--- src/hw/rtl/tri_ang_pkg.sv ---
// Shared constants, types and helpers of the triangulation angle unit.
// No dependencies; imported by tri_ang_isqrt, tri_ang_cordic, the top level and the testbench.
`default_nettype none

package tri_ang_pkg;

  localparam int ANGLE_FRAC_BITS = 16;
  localparam int ANGLE_W         = 17;
  localparam int SQRT_BITS       = 31;
  localparam int CORDIC_STEPS    = 31;
  localparam int CORDIC_XW       = 34;
  localparam int CORDIC_ZW       = 33;
  localparam logic [30:0] HALF_PI_Q30 = 31'd1686629713;

  localparam logic [29:0] ATAN_Q30 [CORDIC_STEPS] = '{
    30'd843314857, 30'd497837829, 30'd263043837, 30'd133525159, 30'd67021687,
    30'd33543516, 30'd16775851, 30'd8388437, 30'd4194283, 30'd2097149,
    30'd1048576, 30'd524288, 30'd262144, 30'd131072, 30'd65536,
    30'd32768, 30'd16384, 30'd8192, 30'd4096, 30'd2048,
    30'd1024, 30'd512, 30'd256, 30'd128, 30'd64,
    30'd32, 30'd16, 30'd8, 30'd4, 30'd2, 30'd1
  };

  // Sideband that rides along the square root pipeline.
  typedef struct packed {
    logic        deg;
    logic [29:0] dot;
  } sqrt_side_t;

  // Least right shift that brings a magnitude below 2^30.
  function automatic logic [5:0] fit_shift(input logic [62:0] m);
    logic [5:0] len;
    len = 6'd0;
    for (int j = 0; j < 63; j++) begin
      if (m[j]) len = 6'(j + 1);
    end
    return (len > 6'd30) ? len - 6'd30 : 6'd0;
  endfunction

endpackage

`default_nettype wire

--- src/hw/rtl/tri_ang_isqrt.sv ---
// Pipelined integer square root, one result bit per stage.
// Depends on tri_ang_pkg.
`default_nettype none

module tri_ang_isqrt (
  input  wire                      clk_i,
  input  wire                      rst_ni,
  input  wire                      en_i,
  input  wire                      valid_i,
  input  wire [63:0]               rad_i,
  input  wire tri_ang_pkg::sqrt_side_t side_i,
  output logic                     valid_o,
  output logic [30:0]              root_o,
  output tri_ang_pkg::sqrt_side_t  side_o
);
  import tri_ang_pkg::*;

  logic        vld_q  [SQRT_BITS];
  logic [63:0] rem_q  [SQRT_BITS];
  logic [30:0] root_q [SQRT_BITS];
  sqrt_side_t  side_q [SQRT_BITS];

  for (genvar g = 0; g < SQRT_BITS; g++) begin : g_bit
    logic        vld_in;
    logic [63:0] rem_in;
    logic [30:0] root_in;
    sqrt_side_t  side_in;
    logic [63:0] trial;

    if (g == 0) begin : g_first
      assign vld_in  = valid_i;
      assign rem_in  = rad_i;
      assign root_in = '0;
      assign side_in = side_i;
    end else begin : g_next
      assign vld_in  = vld_q[g-1];
      assign rem_in  = rem_q[g-1];
      assign root_in = root_q[g-1];
      assign side_in = side_q[g-1];
    end

    // candidate bit b = SQRT_BITS-1-g: (r + 2^b)^2 - r^2
    assign trial = ({33'd0, root_in} << (SQRT_BITS - g)) +
                   (64'd1 << (2 * (SQRT_BITS - 1 - g)));

    always_ff @(posedge clk_i or negedge rst_ni) begin
      if (!rst_ni) begin
        vld_q[g] <= 1'b0;
      end else if (en_i) begin
        vld_q[g] <= vld_in;
      end
    end

    always_ff @(posedge clk_i) begin
      if (en_i) begin
        side_q[g] <= side_in;
        if (rem_in >= trial) begin
          rem_q[g]  <= rem_in - trial;
          root_q[g] <= root_in | (31'd1 << (SQRT_BITS - 1 - g));
        end else begin
          rem_q[g]  <= rem_in;
          root_q[g] <= root_in;
        end
      end
    end
  end

  assign valid_o = vld_q[SQRT_BITS-1];
  assign root_o  = root_q[SQRT_BITS-1];
  assign side_o  = side_q[SQRT_BITS-1];

endmodule

`default_nettype wire

--- config.mk ---
export PLATFORM = sky130hd
export DESIGN_NAME = tri_ang_isqrt
export DESIGN_NICKNAME = d
export VERILOG_FILES = /design/src/hw/rtl/tri_ang_pkg.sv /design/src/hw/rtl/tri_ang_isqrt.sv
export SDC_FILE = /design/constraint.sdc
export NUM_CORES = 2
export LEC_CHECK = 0
export BUFFER_PORTS_ARGS = -buffer_cell sky130_fd_sc_hd__buf_4
export CAP_MARGIN = 25
export CORE_ASPECT_RATIO = 1.5
export CORE_UTILIZATION = 55
export DETAILED_ROUTE_END_ITERATION = 8
export GPL_TIMING_DRIVEN = 0
export PLACE_DENSITY_LB_ADDON = 0.1
export SYNTH_ARGS = -nofsm -noshare
export SYNTH_HDL_FRONTEND = slang
export SYNTH_SLANG_ARGS = --single-unit
--- constraint.sdc ---
create_clock -name clk_i -period 10.4 [get_ports clk_i]
set_input_delay 1.04 -clock clk_i [delete_from_list [all_inputs] [get_ports clk_i]]
set_output_delay 1.04 -clock clk_i [all_outputs]
set_load 0.05 [all_outputs]
==> results_dict.tcl <==
set metrics [dict create \
    grt_max_degree 142 \
    place.gp.congestion 1.09 \
    status "finished, violations left" \
    place_hpwl_mm 290 \
    synth.cell_area_sq_um 147000 \
    clock-sinks 3408 \
    grt_pass1_vias 89231 \
    root_buffer "clkbuf_16" \
    tightest_slew_ns 1.24 \
    synth_edf_count 3377 \
    crit_fanout 106 \
    core_sq_um 266000 \
    drt-wirelength-per-cell_microns 25.0 \
    timing.final.crit_share_pct 64.2 \
    violations "design-rule violations" \
    async_reset_ff_share_pct 0.910 \
    clock_path_buffers 4 \
    synthDistinctLibCells 95 \
    setup_tns_ns 0 \
    setup_ws_ns 3.72 \
    h-tree-depth 5 \
    synth_area_leader_cell "edfxtp_1" \
    ys_ff_latch 3408 \
    rows 232 \
    cts_tree "built" \
    grt_pass1_wl_mm 542 \
    areaGrowthSynthToFinish_pct 11.9 \
    timing.hold.ws_ns 0.0738 \
    grt_overflow_total 0 \
    slew_viol_final 0 \
    leakagePower_nw 60.0 \
    clk_pin_slew_ns 0.06 \
    synth_top_area_share_pct 68.9 \
    initial_utilization_pct 55.3 \
    r2r_cells 13 \
    rsz0062_at_grt "false" \
    r2r_setup_slack_ns 4.33 \
    worstPathArrival_ns 7.18 \
    relSlewSlack_pct 16.8 \
    synthCells 10499 \
    grt_antenna_before_repair 21 \
    syn_nets 11123 \
    cts_resized 0 \
    hold_violations 0 \
    worst-setup-path-type "input port to flop" \
    pre_cts_slack_ns 2.51 \
    num_vias 86010 \
    first_pass_iters 9 \
    synthTopCellsByArea "edfxtp_1 69%, ha_1 4.5%, xnor2_1 2.7%" \
    setup_viol 0 \
    ys_seq_area_share_pct 69.5 \
    synth_flop_cell "edfxtp_1" \
    dieWidth_microns 424 \
    ir_worst_vdd_uv 172 \
    layout-drive-gt1-share_pct 7.99 \
    seqCellArea_sq_um 102000 \
    power.density_nw_per_um2 217 \
    postCtsSetupBuffers 0 \
    worstHoldPathType "input port to asynchronous set/reset pin" \
    critPathLaunchType "input port" \
    final_util_pct 61.8 \
    drc 18 \
    ctsHoldBuffers 0 \
    track_usage_pct 27.5 \
    die_area_sq_um 270000 \
    multi_input_area_sq_um 41800 \
    drv_cap 0 \
    vias_per_cell 5.77 \
    nets 11673 \
    num_io_pins 162 \
    num-fill-cells 19746 \
    io_buffer_count 161 \
    insertion_delay_ns 0.91 \
    cts-buffers-inserted 319 \
    r2r_end "rem_q[1][735]" \
    p_total_mw 35.8 \
    critPathRequiredTime_ns 10.91 \
    end_kind "flop" \
    fmaxAchievable_mhz 150 \
    reg2reg_from "root_q[1][314]" \
    fin_skew_ns 0.0629 \
    die_y_microns 635 \
    syn_area_per_cell_sq_um 14.0 \
    ys_warn_count 0 \
    drt_iter0_drc 5264 \
    wl_mm 373 \
    min_period_ns 6.68 \
    antenna_left 0 \
]
Yosys cell counts, types with 192 or more instances:
| library cell | count |
|---|---|
| nand2_1 | 771 |
| edfxtp_1 | 3377 |
| inv_1 | 635 |
| a21oi_1 | 465 |
| a21o_1 | 249 |
| o21ai_0 | 518 |
| ha_1 | 525 |
| nor3_1 | 315 |
| xnor2_1 | 453 |
| nor2_1 | 535 |
| xor2_1 | 434 |
| nor4_1 | 367 |
| clkbuf_1 | 192 |
where the power goes:
part	internal (mW)	total, mW	leakage [nW]	switching, mW
clock network	6.59	11.6	4.99	5.00
registers	16.9	18.0	33.0	1.03
logic	2.32	6.21	21.9	3.89
total	25.9	35.8	60.0	9.92
worst max-delay path by stage:
stage               start              to  slack [ns]  cells after the start
floorplan            en_i   rem_q[1][832]        5.23                      5
global placement     en_i   root_q[1][21]       -9.94                      7
detailed placement   en_i  root_q[1][164]        2.51                     15
CTS                  en_i  root_q[1][164]        3.44                     15
global route         en_i  root_q[1][164]        3.42                     15
finish               en_i  root_q[1][164]        3.72                     15
logic make-up after synthesis:
kind of cell	synth area share [%]
DFF	69.5
buffers and inverters	2.17
muxes	0.797
xor gates and xnor gates	5.28
AOI/OAI and AO/OA	7.25
adders and majority gates	4.47
and+or+nand+nor	10.6
layout by cell type, fill, tap and decap left out, types with 78 or more instances in the layout:
cell type and instances:
edfxtp_1 3377, nand2_1 771, inv_1 635, nor2_1 535
ha_1 525, o21ai_0 517, a21oi_1 465, xnor2_1 453
xor2_1 434, nor4_1 362, clkbuf_16 326, nor3_1 314
a21o_1 249, clkbuf_1 214, nand3_1 177, buf_4 173
nand4_1 145, or3_1 117, nand2b_1 109, o21a_1 100
mux2_2 89, diode_2 85, or4_1 79, nor2b_1 78
area by class of cell:
class / instances / share of cell area, %
Multi-Input combinational cell: 6246 / 25.4
Timing Repair Buffer: 229 / 1.44
Tap cell: 3510 / 2.67
Clock inverter: 194 / 1.16
Inverter: 635 / 1.45
Clock buffer: 382 / 5.09
Sequential cell: 3408 / 62.1
Buffer: 210 / 0.557
Antenna cell: 85 / 0.129
sequential cells by signal, indices dropped and copies added (netlist names):
register and flops:
valid_o 1, g_bit.vld_in 30, side_q 961, root_q 496
rem_q 1920
per-stage QoR:
step,cell area (sq um),cells
5_1_grt,165000,14896
2_1_floorplan,147000,10499
3_3_place_gp,153000,14170
4_1_cts,164000,14813
6_report,165000,14899
3_5_place_dp,154000,14237
layer usage:
metal  share of wire, %  vias to the layer above  track usage (%)
met3                3.1                     1150             3.18
met5             0.0046                        -                0
met2                 58                     2173             55.8
met1                 27                    41893             20.9
li1                   -                    40790                -
met4                 11                        4             26.8
critical path: stages:
cell and delay, ns:
buf_8 0.34, buf_16 0.44, buf_16 0.30, clkbuf_2 0.51
clkbuf_2 0.48, buf_12 0.26, clkbuf_2 0.69, clkbuf_1 0.44
buf_16 0.21, clkbuf_1 0.46, buf_16 0.24, clkbuf_1 0.58
nand4_1 0.27, nor3_1 0.19, o21ai_1 0.31
No activity file was read; power rests on OpenSTA's default activity.
